**src/rtl/speck128_128_block_cipher_unit_assert.svh**
```systemverilog
// Assertion macros shared by the cipher unit.
`ifndef SPECK128_128_BLOCK_CIPHER_UNIT_ASSERT_SVH
`define SPECK128_128_BLOCK_CIPHER_UNIT_ASSERT_SVH

// The consequent must hold in the same cycle as the antecedent.
`define SPK_ASSERT_SAME(label, clk, rst_n, ante, cons) \
	label: assert property (@(posedge clk) disable iff (!(rst_n)) (ante) |-> (cons)) \
		else $error("cipher unit assertion failed");

// The consequent must hold in the cycle after the antecedent.
`define SPK_ASSERT_NEXT(label, clk, rst_n, ante, cons) \
	label: assert property (@(posedge clk) disable iff (!(rst_n)) (ante) |=> (cons)) \
		else $error("cipher unit assertion failed");

`endif

```
**src/rtl/spk_pkg.sv**
```systemverilog
`timescale 1ns / 1ps
package spk_pkg;

	localparam int WORD_W          = 64;
	localparam int CFG_IDX_W       = 8;
	localparam int ROUND_COUNT_DEF = 32;
	localparam int ROT_X           = 8;
	localparam int ROT_Y           = 3;

	localparam logic [CFG_IDX_W-1:0] REG_KEY_LOW  = CFG_IDX_W'(0);
	localparam logic [CFG_IDX_W-1:0] REG_KEY_HIGH = CFG_IDX_W'(1);

	typedef logic [WORD_W-1:0] word_t;

	typedef struct packed {
		logic load_block;   // take a new block from the input transfer
		logic load_expand;  // seed the round registers with the key words
		logic step;         // advance the round registers by one round
		logic expand;       // current step belongs to key expansion
		logic wr_rk;        // store the current A word as a round key
		logic load_out;     // copy the finished block to the result register
	} dp_cmd_t;

	typedef struct packed {
		logic key_write;    // a key register is written this cycle
	} dp_status_t;

	typedef struct packed {
		word_t x;
		word_t y;
	} pair_t;

	function automatic word_t rotr(input word_t v, input int n);
		return (v >> n) | (v << (WORD_W - n));
	endfunction

	function automatic word_t rotl(input word_t v, input int n);
		return (v << n) | (v >> (WORD_W - n));
	endfunction

	function automatic pair_t fwd_round(input word_t x, input word_t y, input word_t k);
		pair_t r;
		r.x = (rotr(x, ROT_X) + y) ^ k;
		r.y = rotl(y, ROT_Y) ^ r.x;
		return r;
	endfunction

	function automatic pair_t inv_round(input word_t x, input word_t y, input word_t k);
		pair_t r;
		r.y = rotr(y ^ x, ROT_Y);
		r.x = rotl((x ^ k) - r.y, ROT_X);
		return r;
	endfunction

endpackage

```
**src/rtl/spk_in_if.sv**
```systemverilog
`timescale 1ns / 1ps
interface spk_in_if;
	logic                      valid;
	logic                      ready;
	logic                      kind;
	logic [spk_pkg::WORD_W-1:0] data_in_low;
	logic [spk_pkg::WORD_W-1:0] data_in_high;

	modport source (output valid, output kind, output data_in_low, output data_in_high,
		input ready);
	modport sink (input valid, input kind, input data_in_low, input data_in_high,
		output ready);
endinterface

```
**src/rtl/spk_out_if.sv**
```systemverilog
`timescale 1ns / 1ps
interface spk_out_if;
	logic                      valid;
	logic                      ready;
	logic [spk_pkg::WORD_W-1:0] data_out_low;
	logic [spk_pkg::WORD_W-1:0] data_out_high;

	modport source (output valid, output data_out_low, output data_out_high, input ready);
	modport sink (input valid, input data_out_low, input data_out_high, output ready);
endinterface

```
**src/rtl/spk_cfg_if.sv**
```systemverilog
`timescale 1ns / 1ps
interface spk_cfg_if;
	logic                         valid;
	logic                         ready;
	logic [spk_pkg::CFG_IDX_W-1:0] index;
	logic [spk_pkg::WORD_W-1:0]    data;

	modport source (output valid, output index, output data, input ready);
	modport sink (input valid, input index, input data, output ready);
endinterface

```
**src/rtl/spk_datapath.sv**
```systemverilog
`timescale 1ns / 1ps
module spk_datapath #(
	parameter int ROUND_COUNT = spk_pkg::ROUND_COUNT_DEF,
	parameter int RND_W       = $clog2(ROUND_COUNT)
) (
	input  logic                          clk,
	input  logic                          arst_n,
	input  spk_pkg::dp_cmd_t              cmd,
	input  logic [RND_W-1:0]              round,
	output spk_pkg::dp_status_t           status,
	input  logic                          cfg_fire,
	input  logic [spk_pkg::CFG_IDX_W-1:0] cfg_index,
	input  logic [spk_pkg::WORD_W-1:0]    cfg_data,
	input  logic                          kind,
	input  logic [spk_pkg::WORD_W-1:0]    data_in_low,
	input  logic [spk_pkg::WORD_W-1:0]    data_in_high,
	output logic [spk_pkg::WORD_W-1:0]    data_out_low,
	output logic [spk_pkg::WORD_W-1:0]    data_out_high
);
	import spk_pkg::*;

	localparam logic [RND_W-1:0] LAST_ROUND = RND_W'(ROUND_COUNT - 1);

	word_t key_low_q, key_high_q;
	word_t x_q, y_q;
	word_t out_low_q, out_high_q;
	logic  kind_q;
	word_t rk_mem [ROUND_COUNT];
	word_t rk_rd_q;

	logic [RND_W-1:0] rk_addr, round_nx;
	logic             dir_nx;
	word_t            round_key;
	pair_t            fwd_res, inv_res, next_pair;

	always_comb begin
		status.key_write = cfg_fire && (cfg_index == REG_KEY_LOW || cfg_index == REG_KEY_HIGH);
	end

	// The key for the next round is read into a register ahead of use, so the address follows the
	// round and direction that will be current after this edge.
	// Decryption walks the schedule from the last key down to the first.
	assign round_nx  = cmd.load_block ? '0 : round + 1'b1;
	assign dir_nx    = cmd.load_block ? kind : kind_q;
	assign rk_addr   = dir_nx ? (LAST_ROUND - round_nx) : round_nx;
	assign round_key = cmd.expand ? WORD_W'(round) : rk_rd_q;
	assign fwd_res   = fwd_round(x_q, y_q, round_key);
	assign inv_res   = inv_round(x_q, y_q, round_key);
	assign next_pair = (cmd.expand || !kind_q) ? fwd_res : inv_res;

	always_ff @(posedge clk or negedge arst_n) begin
		if (!arst_n) begin
			key_low_q  <= '0;
			key_high_q <= '0;
		end else if (cfg_fire) begin
			if (cfg_index == REG_KEY_LOW) begin
				key_low_q <= cfg_data;
			end
			if (cfg_index == REG_KEY_HIGH) begin
				key_high_q <= cfg_data;
			end
		end
	end

	// During expansion x holds the B word and y the A word.
	always_ff @(posedge clk) begin
		if (cmd.load_block) begin
			x_q    <= data_in_high;
			y_q    <= data_in_low;
			kind_q <= kind;
		end else if (cmd.load_expand) begin
			x_q <= key_high_q;
			y_q <= key_low_q;
		end else if (cmd.step) begin
			x_q <= next_pair.x;
			y_q <= next_pair.y;
		end
	end

	always_ff @(posedge clk) begin
		if (cmd.wr_rk) begin
			rk_mem[round] <= y_q;
		end
		rk_rd_q <= rk_mem[rk_addr];
	end

	always_ff @(posedge clk) begin
		if (cmd.load_out) begin
			out_low_q  <= y_q;
			out_high_q <= x_q;
		end
	end

	assign data_out_low  = out_low_q;
	assign data_out_high = out_high_q;

endmodule

```
**src/rtl/spk_ctrl.sv**
```systemverilog
`timescale 1ns / 1ps
module spk_ctrl #(
	parameter int ROUND_COUNT = spk_pkg::ROUND_COUNT_DEF,
	parameter int RND_W       = $clog2(ROUND_COUNT)
) (
	input  logic                clk,
	input  logic                arst_n,
	input  logic                in_valid,
	output logic                in_ready,
	output logic                out_valid,
	input  logic                out_ready,
	input  spk_pkg::dp_status_t status,
	output spk_pkg::dp_cmd_t    cmd,
	output logic [RND_W-1:0]    round
);
	import spk_pkg::*;

	`include "speck128_128_block_cipher_unit_assert.svh"

	typedef enum logic [3:0] {
		ST_IDLE   = 4'b0001,
		ST_EXPAND = 4'b0010,
		ST_RUN    = 4'b0100,
		ST_FIN    = 4'b1000
	} state_t;

	localparam logic [RND_W-1:0] LAST_ROUND = RND_W'(ROUND_COUNT - 1);

	state_t           state_q, state_d;
	logic [RND_W-1:0] round_q, round_d;
	logic             keys_ready_q, keys_ready_d;
	logic             out_valid_q, out_valid_d;
	logic             out_free, in_fire, last_round;

	assign out_free   = !out_valid_q || out_ready;
	assign last_round = (round_q == LAST_ROUND);
	// A new block may enter while the previous result moves to the output register.
	assign in_ready   = keys_ready_q && !status.key_write &&
		(state_q == ST_IDLE || (state_q == ST_FIN && out_free));
	assign in_fire    = in_valid && in_ready;

	always_comb begin
		state_d      = state_q;
		round_d      = round_q;
		keys_ready_d = keys_ready_q;
		out_valid_d  = out_valid_q && !out_ready;
		cmd          = '0;
		case (state_q)
			ST_IDLE: begin
				if (status.key_write) begin
					state_d = ST_IDLE;
				end else if (!keys_ready_q) begin
					cmd.load_expand = 1'b1;
					round_d         = '0;
					state_d         = ST_EXPAND;
				end else if (in_fire) begin
					cmd.load_block = 1'b1;
					round_d        = '0;
					state_d        = ST_RUN;
				end
			end
			ST_EXPAND: begin
				if (status.key_write) begin
					state_d = ST_IDLE;
				end else begin
					cmd.wr_rk  = 1'b1;
					cmd.step   = 1'b1;
					cmd.expand = 1'b1;
					if (last_round) begin
						keys_ready_d = 1'b1;
						round_d      = '0;
						state_d      = ST_IDLE;
					end else begin
						round_d = round_q + 1'b1;
					end
				end
			end
			ST_RUN: begin
				cmd.step = 1'b1;
				if (last_round) begin
					round_d = '0;
					state_d = ST_FIN;
				end else begin
					round_d = round_q + 1'b1;
				end
			end
			ST_FIN: begin
				if (out_free) begin
					cmd.load_out = 1'b1;
					out_valid_d  = 1'b1;
					if (in_fire) begin
						cmd.load_block = 1'b1;
						round_d        = '0;
						state_d        = ST_RUN;
					end else begin
						state_d = ST_IDLE;
					end
				end
			end
			default: begin
				state_d = ST_IDLE;
			end
		endcase
		if (status.key_write) begin
			keys_ready_d = 1'b0;
		end
	end

	always_ff @(posedge clk or negedge arst_n) begin
		if (!arst_n) begin
			state_q      <= ST_IDLE;
			round_q      <= '0;
			keys_ready_q <= 1'b0;
			out_valid_q  <= 1'b0;
		end else begin
			state_q      <= state_d;
			round_q      <= round_d;
			keys_ready_q <= keys_ready_d;
			out_valid_q  <= out_valid_d;
		end
	end

	assign out_valid = out_valid_q;
	assign round     = round_q;

	`SPK_ASSERT_SAME(a_fire_needs_keys, clk, arst_n, in_fire, keys_ready_q)
	`SPK_ASSERT_NEXT(a_run_ends_in_fin, clk, arst_n, state_q == ST_RUN && last_round,
		state_q == ST_FIN)
	`SPK_ASSERT_NEXT(a_load_sets_valid, clk, arst_n, cmd.load_out, out_valid_q)
	`SPK_ASSERT_NEXT(a_key_write_clears, clk, arst_n, status.key_write, !keys_ready_q)

endmodule

```
**src/rtl/speck128_128_block_cipher_unit.sv**
```systemverilog
// An accepted block is loaded into the round registers and runs through all rounds, one round
// a cycle, on the single round datapath; it then moves to the result register and is offered.
// A new block waits until the previous one has finished its rounds. After reset or a key write
// the key schedule is rebuilt (key words loaded, then expansion rounds) before a block is taken.
// Reset (arst_n, asynchronous, active low) clears the key registers and control state.
`timescale 1ns / 1ps
module speck128_128_block_cipher_unit #(
	parameter int ROUND_COUNT = spk_pkg::ROUND_COUNT_DEF
) (
	input logic        clk,
	input logic        arst_n,
	spk_in_if.sink     blk_in,
	spk_out_if.source  blk_out,
	spk_cfg_if.sink    cfg
);
	import spk_pkg::*;

	localparam int RND_W = $clog2(ROUND_COUNT);

	dp_cmd_t          cmd;
	dp_status_t       status;
	logic [RND_W-1:0] round;

	assign cfg.ready = 1'b1;

	spk_ctrl #(
		.ROUND_COUNT (ROUND_COUNT),
		.RND_W       (RND_W)
	) u_ctrl (
		.clk       (clk),
		.arst_n    (arst_n),
		.in_valid  (blk_in.valid),
		.in_ready  (blk_in.ready),
		.out_valid (blk_out.valid),
		.out_ready (blk_out.ready),
		.status    (status),
		.cmd       (cmd),
		.round     (round)
	);

	spk_datapath #(
		.ROUND_COUNT (ROUND_COUNT),
		.RND_W       (RND_W)
	) u_datapath (
		.clk           (clk),
		.arst_n        (arst_n),
		.cmd           (cmd),
		.round         (round),
		.status        (status),
		.cfg_fire      (cfg.valid && cfg.ready),
		.cfg_index     (cfg.index),
		.cfg_data      (cfg.data),
		.kind          (blk_in.kind),
		.data_in_low   (blk_in.data_in_low),
		.data_in_high  (blk_in.data_in_high),
		.data_out_low  (blk_out.data_out_low),
		.data_out_high (blk_out.data_out_high)
	);

endmodule

```
**src/flat_wrapper.sv**
```systemverilog
// flat-port wrapper written by rule: the top's interface ports become plain ports
module speck128_128_block_cipher_unit_flat import spk_pkg::*;
#(
	parameter int ROUND_COUNT = spk_pkg::ROUND_COUNT_DEF
)
  (clk, arst_n, blk_in_valid, blk_in_kind, blk_in_data_in_low, blk_in_data_in_high, blk_in_ready, blk_out_valid, blk_out_data_out_low, blk_out_data_out_high, blk_out_ready, cfg_valid, cfg_index, cfg_data, cfg_ready);
  spk_in_if blk_in_i ();
  spk_out_if blk_out_i ();
  spk_cfg_if cfg_i ();
  input logic clk;
  input logic arst_n;
  input wire logic [$bits(blk_in_i.valid)-1:0] blk_in_valid;
  input wire logic [$bits(blk_in_i.kind)-1:0] blk_in_kind;
  input wire logic [$bits(blk_in_i.data_in_low)-1:0] blk_in_data_in_low;
  input wire logic [$bits(blk_in_i.data_in_high)-1:0] blk_in_data_in_high;
  output wire logic [$bits(blk_in_i.ready)-1:0] blk_in_ready;
  output wire logic [$bits(blk_out_i.valid)-1:0] blk_out_valid;
  output wire logic [$bits(blk_out_i.data_out_low)-1:0] blk_out_data_out_low;
  output wire logic [$bits(blk_out_i.data_out_high)-1:0] blk_out_data_out_high;
  input wire logic [$bits(blk_out_i.ready)-1:0] blk_out_ready;
  input wire logic [$bits(cfg_i.valid)-1:0] cfg_valid;
  input wire logic [$bits(cfg_i.index)-1:0] cfg_index;
  input wire logic [$bits(cfg_i.data)-1:0] cfg_data;
  output wire logic [$bits(cfg_i.ready)-1:0] cfg_ready;
  assign blk_in_i.valid = blk_in_valid;
  assign blk_in_i.kind = blk_in_kind;
  assign blk_in_i.data_in_low = blk_in_data_in_low;
  assign blk_in_i.data_in_high = blk_in_data_in_high;
  assign blk_in_ready = blk_in_i.ready;
  assign blk_out_valid = blk_out_i.valid;
  assign blk_out_data_out_low = blk_out_i.data_out_low;
  assign blk_out_data_out_high = blk_out_i.data_out_high;
  assign blk_out_i.ready = blk_out_ready;
  assign cfg_i.valid = cfg_valid;
  assign cfg_i.index = cfg_index;
  assign cfg_i.data = cfg_data;
  assign cfg_ready = cfg_i.ready;
  speck128_128_block_cipher_unit #(.ROUND_COUNT(ROUND_COUNT)) u_core (.clk(clk), .arst_n(arst_n), .blk_in(blk_in_i), .blk_out(blk_out_i), .cfg(cfg_i));
endmodule
```
**config.mk**
```make
export PLATFORM = sky130hd
export DESIGN_NAME = speck128_128_block_cipher_unit_flat
export DESIGN_NICKNAME = d
export VERILOG_FILES = /design/src/rtl/spk_pkg.sv /design/src/rtl/spk_in_if.sv /design/src/rtl/spk_out_if.sv /design/src/rtl/spk_cfg_if.sv /design/src/rtl/spk_datapath.sv /design/src/rtl/spk_ctrl.sv /design/src/rtl/speck128_128_block_cipher_unit.sv /design/src/flat_wrapper.sv
export VERILOG_INCLUDE_DIRS = /design/src /design/src/rtl
export SDC_FILE = /design/constraint.sdc
export NUM_CORES = 2
export LEC_CHECK = 0
export BUFFER_PORTS_ARGS = -buffer_cell sky130_fd_sc_hd__buf_4
export CORE_MARGIN = 2
export CORE_UTILIZATION = 50
export DETAILED_ROUTE_END_ITERATION = 16
export GPL_ROUTABILITY_DRIVEN = 0
export PLACE_DENSITY = 0.66
export SLEW_MARGIN = 25
export SYNTH_ARGS = -nofsm -noshare
export SYNTH_HDL_FRONTEND = slang
export SYNTH_SLANG_ARGS = --single-unit
```
**constraint.sdc**
```tcl
create_clock -name clk -period 20.4 [get_ports clk]
set_input_delay 1.02 -clock clk [delete_from_list [all_inputs] [get_ports clk]]
set_output_delay 1.02 -clock clk [all_outputs]
set_load 0.01 [all_outputs]
```
Word level (Yosys, flattened, before mapping)
Memory sizes are Yosys's and may differ from the RTL's. A register that Yosys moved wholly into a read port is not among the register bits.
Index checks and enable logic that the tools add are counted.
{"block": "word_totals", "reg_bits": 396, "latch_bits": 0, "mem_bits_rw": 2048, "mem_bits_ro": 0, "output_inout_bits": 131, "n_memories": 1}
{"name": "u_core.u_datapath.rk_mem", "words": 32, "width": 64, "rd": 1, "rd_ports_with_merged_regs": 1, "wr": 1, "line_no": "spk_datapath.sv:28", "source": "word_t rk_mem [ROUND_COUNT];"}
{"block": "classes", "addsub": 4, "n_mul": 0, "div": 0, "magnitude_cmp": 0, "eq_ne": 12, "shift": 0, "muxes": 46, "bitwise_logic": 8, "n_reduce_logical": 24}
{"cell": "64-bit 2-to-1 mux", "count": 7}
{"cell": "64-bit bitwise XOR", "count": 4}
{"cell": "128-bit 2-to-1 mux", "count": 1}
{"cell": "64-bit adder", "count": 1}
{"cell": "56-bit by 64-bit bitwise OR with 64-bit output", "count": 1}
{"cell": "61-bit by 64-bit bitwise OR with 64-bit output", "count": 1}
{"cell": "64-bit by 3-bit bitwise OR with 64-bit output", "count": 1}
{"cell": "64-bit by 8-bit bitwise OR with 64-bit output", "count": 1}
{"cell": "64-bit subtractor", "count": 1}
{"cell": "5-bit 2-to-1 mux", "count": 8}
{"cell": "4-bit 2-to-1 mux", "count": 7}
{"cell": "5-bit case mux with 4 select lines", "count": 1}
{"cell": "4-bit case mux with 4 select lines", "count": 1}
{"cell": "1-bit 2-to-1 mux", "count": 15}
{"cell": "8-bit by 1-bit == test with 1-bit output (second input constant)", "count": 1}
{"cell": "8-bit logical NOT", "count": 1}
{"cell": "2-bit != test (second input constant)", "count": 4}
{"cell": "4-bit AND reduction", "count": 2}
{"cell": "1-bit logical AND", "count": 6}
{"cell": "3-bit 2-to-1 mux", "count": 2}
{"cell": "2-bit AND reduction", "count": 3}
{"cell": "5-bit by 1-bit adder with 5-bit output (second input constant)", "count": 1}
{"cell": "5-bit == test (second input constant)", "count": 1}
{"cell": "5-bit subtractor (first input constant)", "count": 1}
{"cell": "13 further kinds", "count": 22}

Logic depth before layout (Yosys ltp)
{"block": "logic_depth", "depth_word": 14, "mapped_depth": 20, "depth_no_buf": 19}

Hierarchy
Synthesis repeated with hierarchy kept, for this count alone.
{"block": "unflattened", "cells_unflattened": 6583, "area_unflattened_um2": 106497.1}
{"mod": "spk_datapath", "n_inst": 1, "cells_per_inst": 6502, "area_each_um2": 105781.5}
{"mod": "spk_ctrl", "n_inst": 1, "cells_per_inst": 79, "area_each_um2": 704.4}
{"mod": "speck128_128_block_cipher_unit", "n_inst": 1, "cells_per_inst": 2, "area_each_um2": 11.3}

Worst setup path after synthesis
OpenSTA, ideal clock, no wires.
{"block": "synth_path", "kind": "input port to flip-flop", "startpoint": "input blk_out_ready", "endpoint": "register u_core.u_datapath.out_high_q[0], in the netlist u_core.u_datapath.data_out_high[0], enable pin", "t_arrival_ns": 6.380, "t_required_ns": 19.783, "path_slack_ns": 13.403, "stages": 2, "n_path_buf": 0, "path_cell_list": "nor2b_1 > nor2_1"}
{"element": "start, declared", "line_no": "flat_wrapper.sv:20", "source": "input wire logic [$bits(blk_out_i.ready)-1:0] blk_out_ready;"}
{"element": "end signal, assigned", "line_no": "spk_datapath.sv:90", "source": "out_high_q <= x_q;"}
{"element": "end, declared", "line_no": "spk_datapath.sv:26", "source": "word_t out_low_q, out_high_q;"}

Worst setup path after layout
{"block": "layout_path", "startpoint": "input cfg_index[5]", "endpoint": "register u_core.u_datapath.rk_rd_q[62] (read register of u_core.u_datapath.rk_mem)"}
{"block": "layout_via", "elab_chain_len": 14}
{"element": "start, declared", "line_no": "flat_wrapper.sv:22", "source": "input wire logic [$bits(cfg_i.index)-1:0] cfg_index;"}
{"element": "8-bit by 1-bit == test with 1-bit output / 8-bit logical NOT (equally long branches)", "line_no": "spk_datapath.sv:37", "source": "status.key_write = cfg_fire && (cfg_index == REG_KEY_LOW || cfg_index == REG_KEY_HIGH);"}
{"element": "1-bit logical OR *", "line_no": "spk_datapath.sv:37"}
{"element": "1-bit logical AND *", "line_no": "spk_datapath.sv:37"}
{"element": "1-bit logical NOT", "line_no": "spk_ctrl.sv:38", "source": "assign in_ready = keys_ready_q && !status.key_write &&"}
{"element": "1-bit logical AND (2 in a row)", "line_no": "spk_ctrl.sv:38"}
{"element": "1-bit logical AND", "line_no": "spk_ctrl.sv:40", "source": "assign in_fire = in_valid && in_ready;"}
{"element": "1-bit 2-to-1 mux", "line_no": "spk_ctrl.sv:56, spk_ctrl.sv:91"}
{"element": "1-bit 2-to-1 mux", "line_no": "spk_ctrl.sv:52", "source": "end else if (!keys_ready_q) begin"}
{"element": "2-bit 2-to-1 mux", "line_no": "spk_ctrl.sv:50", "source": "if (status.key_write) begin"}
{"element": "1-bit case mux with 2 select lines *", "line_no": "spk_ctrl.sv:48", "source": "case (state_q)"}
{"element": "5-bit 2-to-1 mux", "line_no": "spk_datapath.sv:43", "source": "assign round_nx = cmd.load_block ? '0 : round + 1'b1;"}
{"element": "5-bit subtractor", "line_no": "spk_datapath.sv:45", "source": "assign rk_addr = dir_nx ? (LAST_ROUND - round_nx) : round_nx;"}
{"element": "5-bit 2-to-1 mux *", "line_no": "spk_datapath.sv:45"}
{"element": "end, declared", "line_no": "spk_datapath.sv:29", "source": "word_t rk_rd_q;"}
Mark *: on every way between the ends. The rest lies on a longest branch, timed or not.
A chain may end at the register's enable or synchronous reset.

==> out/qor.yml <==
setup_path:
  cp_cell_sequence: "buf_4 > nor4_1 > nand2_1 > o2111a_1 > nand2_8 > nor2_1 > a21oi_4 > buf_4 > buf_12 > buf_4 > buf_4 > mux4_2 > nand2_1 > a32oi_1 > and3_1"
  worst_r2r_path_depth: 20
  arrival_ns: 7.13
  crit_path_start_kind: "primary input"
  worstReg2RegStart: "u_core.u_ctrl.state_q[1]"
  cpMostUsedCell: "buf_4"
  r2r_end: "u_core.u_datapath.x_q[6]"
  setup.worst_path.class: "in -> reg"
  endpoint_kind: "flop"
  cp_max_fo: 91
  cp.buffers_inverters: 5
  cpMaxStageDelayCell: "buf_4"
  cp_top_family: "buffers and inverters"
  r2r_setup_slack_ns: 14.09
  slowest_delay_ns: 0.79
  cp_data_required_time_ns: 21.15
logic_synthesis:
  synth_top_area_share_pct: 65.0
  yosysUniqueCellTypes: 88
  yosysSeqAreaShare_pct: 69.5
  synth_top_area_cell: "edfxtp_1"
  synth_cells: 6938
  synth-main-ff-cell: "edfxtp_1"
  synth_fp_nets: 7283
  synth_area_sq_um: 106000
  synth_edf_count: 2304
  ys_warn_count: 0
  async_flop_share_pct: 5.54
  ys_ff_latch: 2508
  syn-mean-instance-area_sq_um: 15.3
  synth.area.top_cells: "edfxtp_1 65%, mux4_2 8.1%, nand2_1 3.7%"
sta:
  skew_ns: 0.0479
  setup_slack_ns: 14.02
  maxSlewHeadroom_pct: 26.3
  setup_viol_count_final: 0
  finalMaxSlewViolations: 0
  hold_violations: 0
  fin_setup_tns_ns: 0
  post-route-min-period_ns: 6.38
  worst_slew_pin_slew_ns: 1.10
  rsz0062_at_grt: "false"
  finalCritPeriodShare_pct: 31.3
  fmax_mhz: 157
grt:
  grt_overflow: 0
  antenna_found_initial: 19
  grt_max_degree: 150
  grt_pass1_wl_microns: 463000
  grt_pass1_vias: 64300
  gr-usage-all-layers_pct: 29.7
clock_tree:
  h-tree-depth: 4
  clk_transition_reported_paths_ns: 0.07
  clock_path_buffers: 3
  clk_latency_ns: 0.89
  clockRootBuffer: "clkbuf_16"
  ctsResizeCount: 0
  cts_tree: "done"
  cts_sinks: 2508
  cts_setup_buffers: 0
  hold_buffers: 0
  cts-buffers-inserted: 233
floorplanning:
  start_util_pct: 50.3
  rows: 169
  core_area_sq_um: 212000
  die_width_microns: 465
  io_pins: 337
  die_y_microns: 465
  die_area_sq_um: 217000
cells_and_area:
  drive_gt1_share_pct: 19.7
  layout.cells.most_common_list: "2304 x edfxtp_1, 1058 x nand2_1, 509 x buf_4"
  final_common_cell: "edfxtp_1"
  fin_cells: 10300
  syn2layout_area_growth_pct: 13.1
  fin_nets: 7639
placement:
  portBuffers: 335
  dp_slack_ns: 13.02
  hpwl_microns: 192000
  dp.cells: 9880
worst_hold_path:
  hp-class: "in -> async"
route:
  ant_nets: 0
  wire_per_inst_microns: 31.7
  wl_microns: 327000
  vias: 66800
  drtIter0Drc: 9609
  drc: 0
  vias_per_cell: 6.47
  first_pass_iters: 7
status:
  outcome: "completed"
flow_run:
  drv_cap: 0
## worst max-delay path by stage
stage	start	endpoint	slack [ns]	cells past startpoint
2_1_floorplan	blk_out_ready	u_core.u_datapath.data_out_high[0]	13.40	2
3_3_place_gp	cfg_index[1]	u_core.u_datapath.rk_rd_q[60]	13.07	15
3_5_place_dp	cfg_index[5]	u_core.u_datapath.rk_rd_q[62]	13.02	15
4_1_cts	cfg_index[5]	u_core.u_datapath.rk_rd_q[62]	13.91	15
5_1_grt	cfg_index[5]	u_core.u_datapath.rk_rd_q[62]	13.52	15
6_report	cfg_index[5]	u_core.u_datapath.rk_rd_q[62]	14.02	15
## state kept, by name, summed over array words and instances (netlist names)
signal,cells
u_core.u_ctrl.keys_ready_q,1
u_core.u_ctrl.out_valid,1
u_core.u_ctrl.round,5
u_core.u_ctrl.state_q,4
u_core.u_datapath.data_out_high,64
u_core.u_datapath.data_out_low,64
u_core.u_datapath.key_high_q,64
u_core.u_datapath.key_low_q,64
u_core.u_datapath.kind_q,1
u_core.u_datapath.rk_mem,2048
u_core.u_datapath.rk_rd_q,64
u_core.u_datapath.x_q,64
u_core.u_datapath.y_q,64
## per-stage QoR
| stage | cell area (sq um) | utilization (%) | hold slack (ns) |
|---|---|---|---|
| 5_1_grt | 120000 | 56.8 | 0.247 |
| 2_1_floorplan | 106000 | - | 0.474 |
| 3_3_place_gp | 113000 | 53.2 | 0.449 |
| 4_1_cts | 120000 | 56.8 | 0.185 |
| 6_report | 120000 | 56.8 | 0.207 |
| 3_5_place_dp | 113000 | 53.2 | 0.457 |
## synth_stat cells, drive strengths merged, types with 14 or more instances
cell type / n
a211oi: 99
a21o: 80
a21oi: 246
a221oi: 24
a311oi: 67
a31oi: 84
a32oi: 65
and2: 74
and3: 73
buf: 140
clkbuf: 258
dfrtp: 138
dfxtp: 65
edfxtp: 2304
ha: 137
inv: 34
mux2: 138
mux4: 384
nand2: 1063
nand3: 291
nand4: 42
nor2: 213
nor2b: 17
nor3: 25
o211ai: 43
o21a: 22
o21ai: 221
o21bai: 28
o22ai: 54
o31ai: 14
xnor2: 291
xor2: 86
## cells by family after synthesis
logic type	count (synthesis)	synth area share (%)
and+or+nand+nor	1845	7.54
buffers and inverters	434	1.74
adders and majority gates	139	1.65
AOI/OAI and AO/OA	1101	6.82
xor gates and xnor gates	377	3.10
other	1	0.00352
DFF	2508	69.5
muxes	533	9.69
## metal layers
layer  up-vias  wire length, microns  GRT usage (%)
met3       805                 37100           5.96
li1      27600                     -              -
met2      4327                151000           46.3
met1     34100                124000           41.0
met5         -                     0              0
met4         0                 15300           12.5
## final cells by class
| cell class | instances | area [sq um] |
|---|---|---|
| Fill cell | 16300 | 91500 |
| Multi-Input combinational cell | 3996 | 31100 |
| Clock inverter | 96 | 861 |
| Inverter | 34 | 133 |
| Antenna cell | 9 | 22.5 |
| Tap cell | 2821 | 3530 |
| Timing Repair Buffer | 521 | 4000 |
| Sequential cell | 2508 | 74000 |
| Clock buffer | 344 | 6790 |
Power is left out: the tool's default activity adds up to more than one toggle a clock period on the data nets, which glitch-free logic cannot reach.
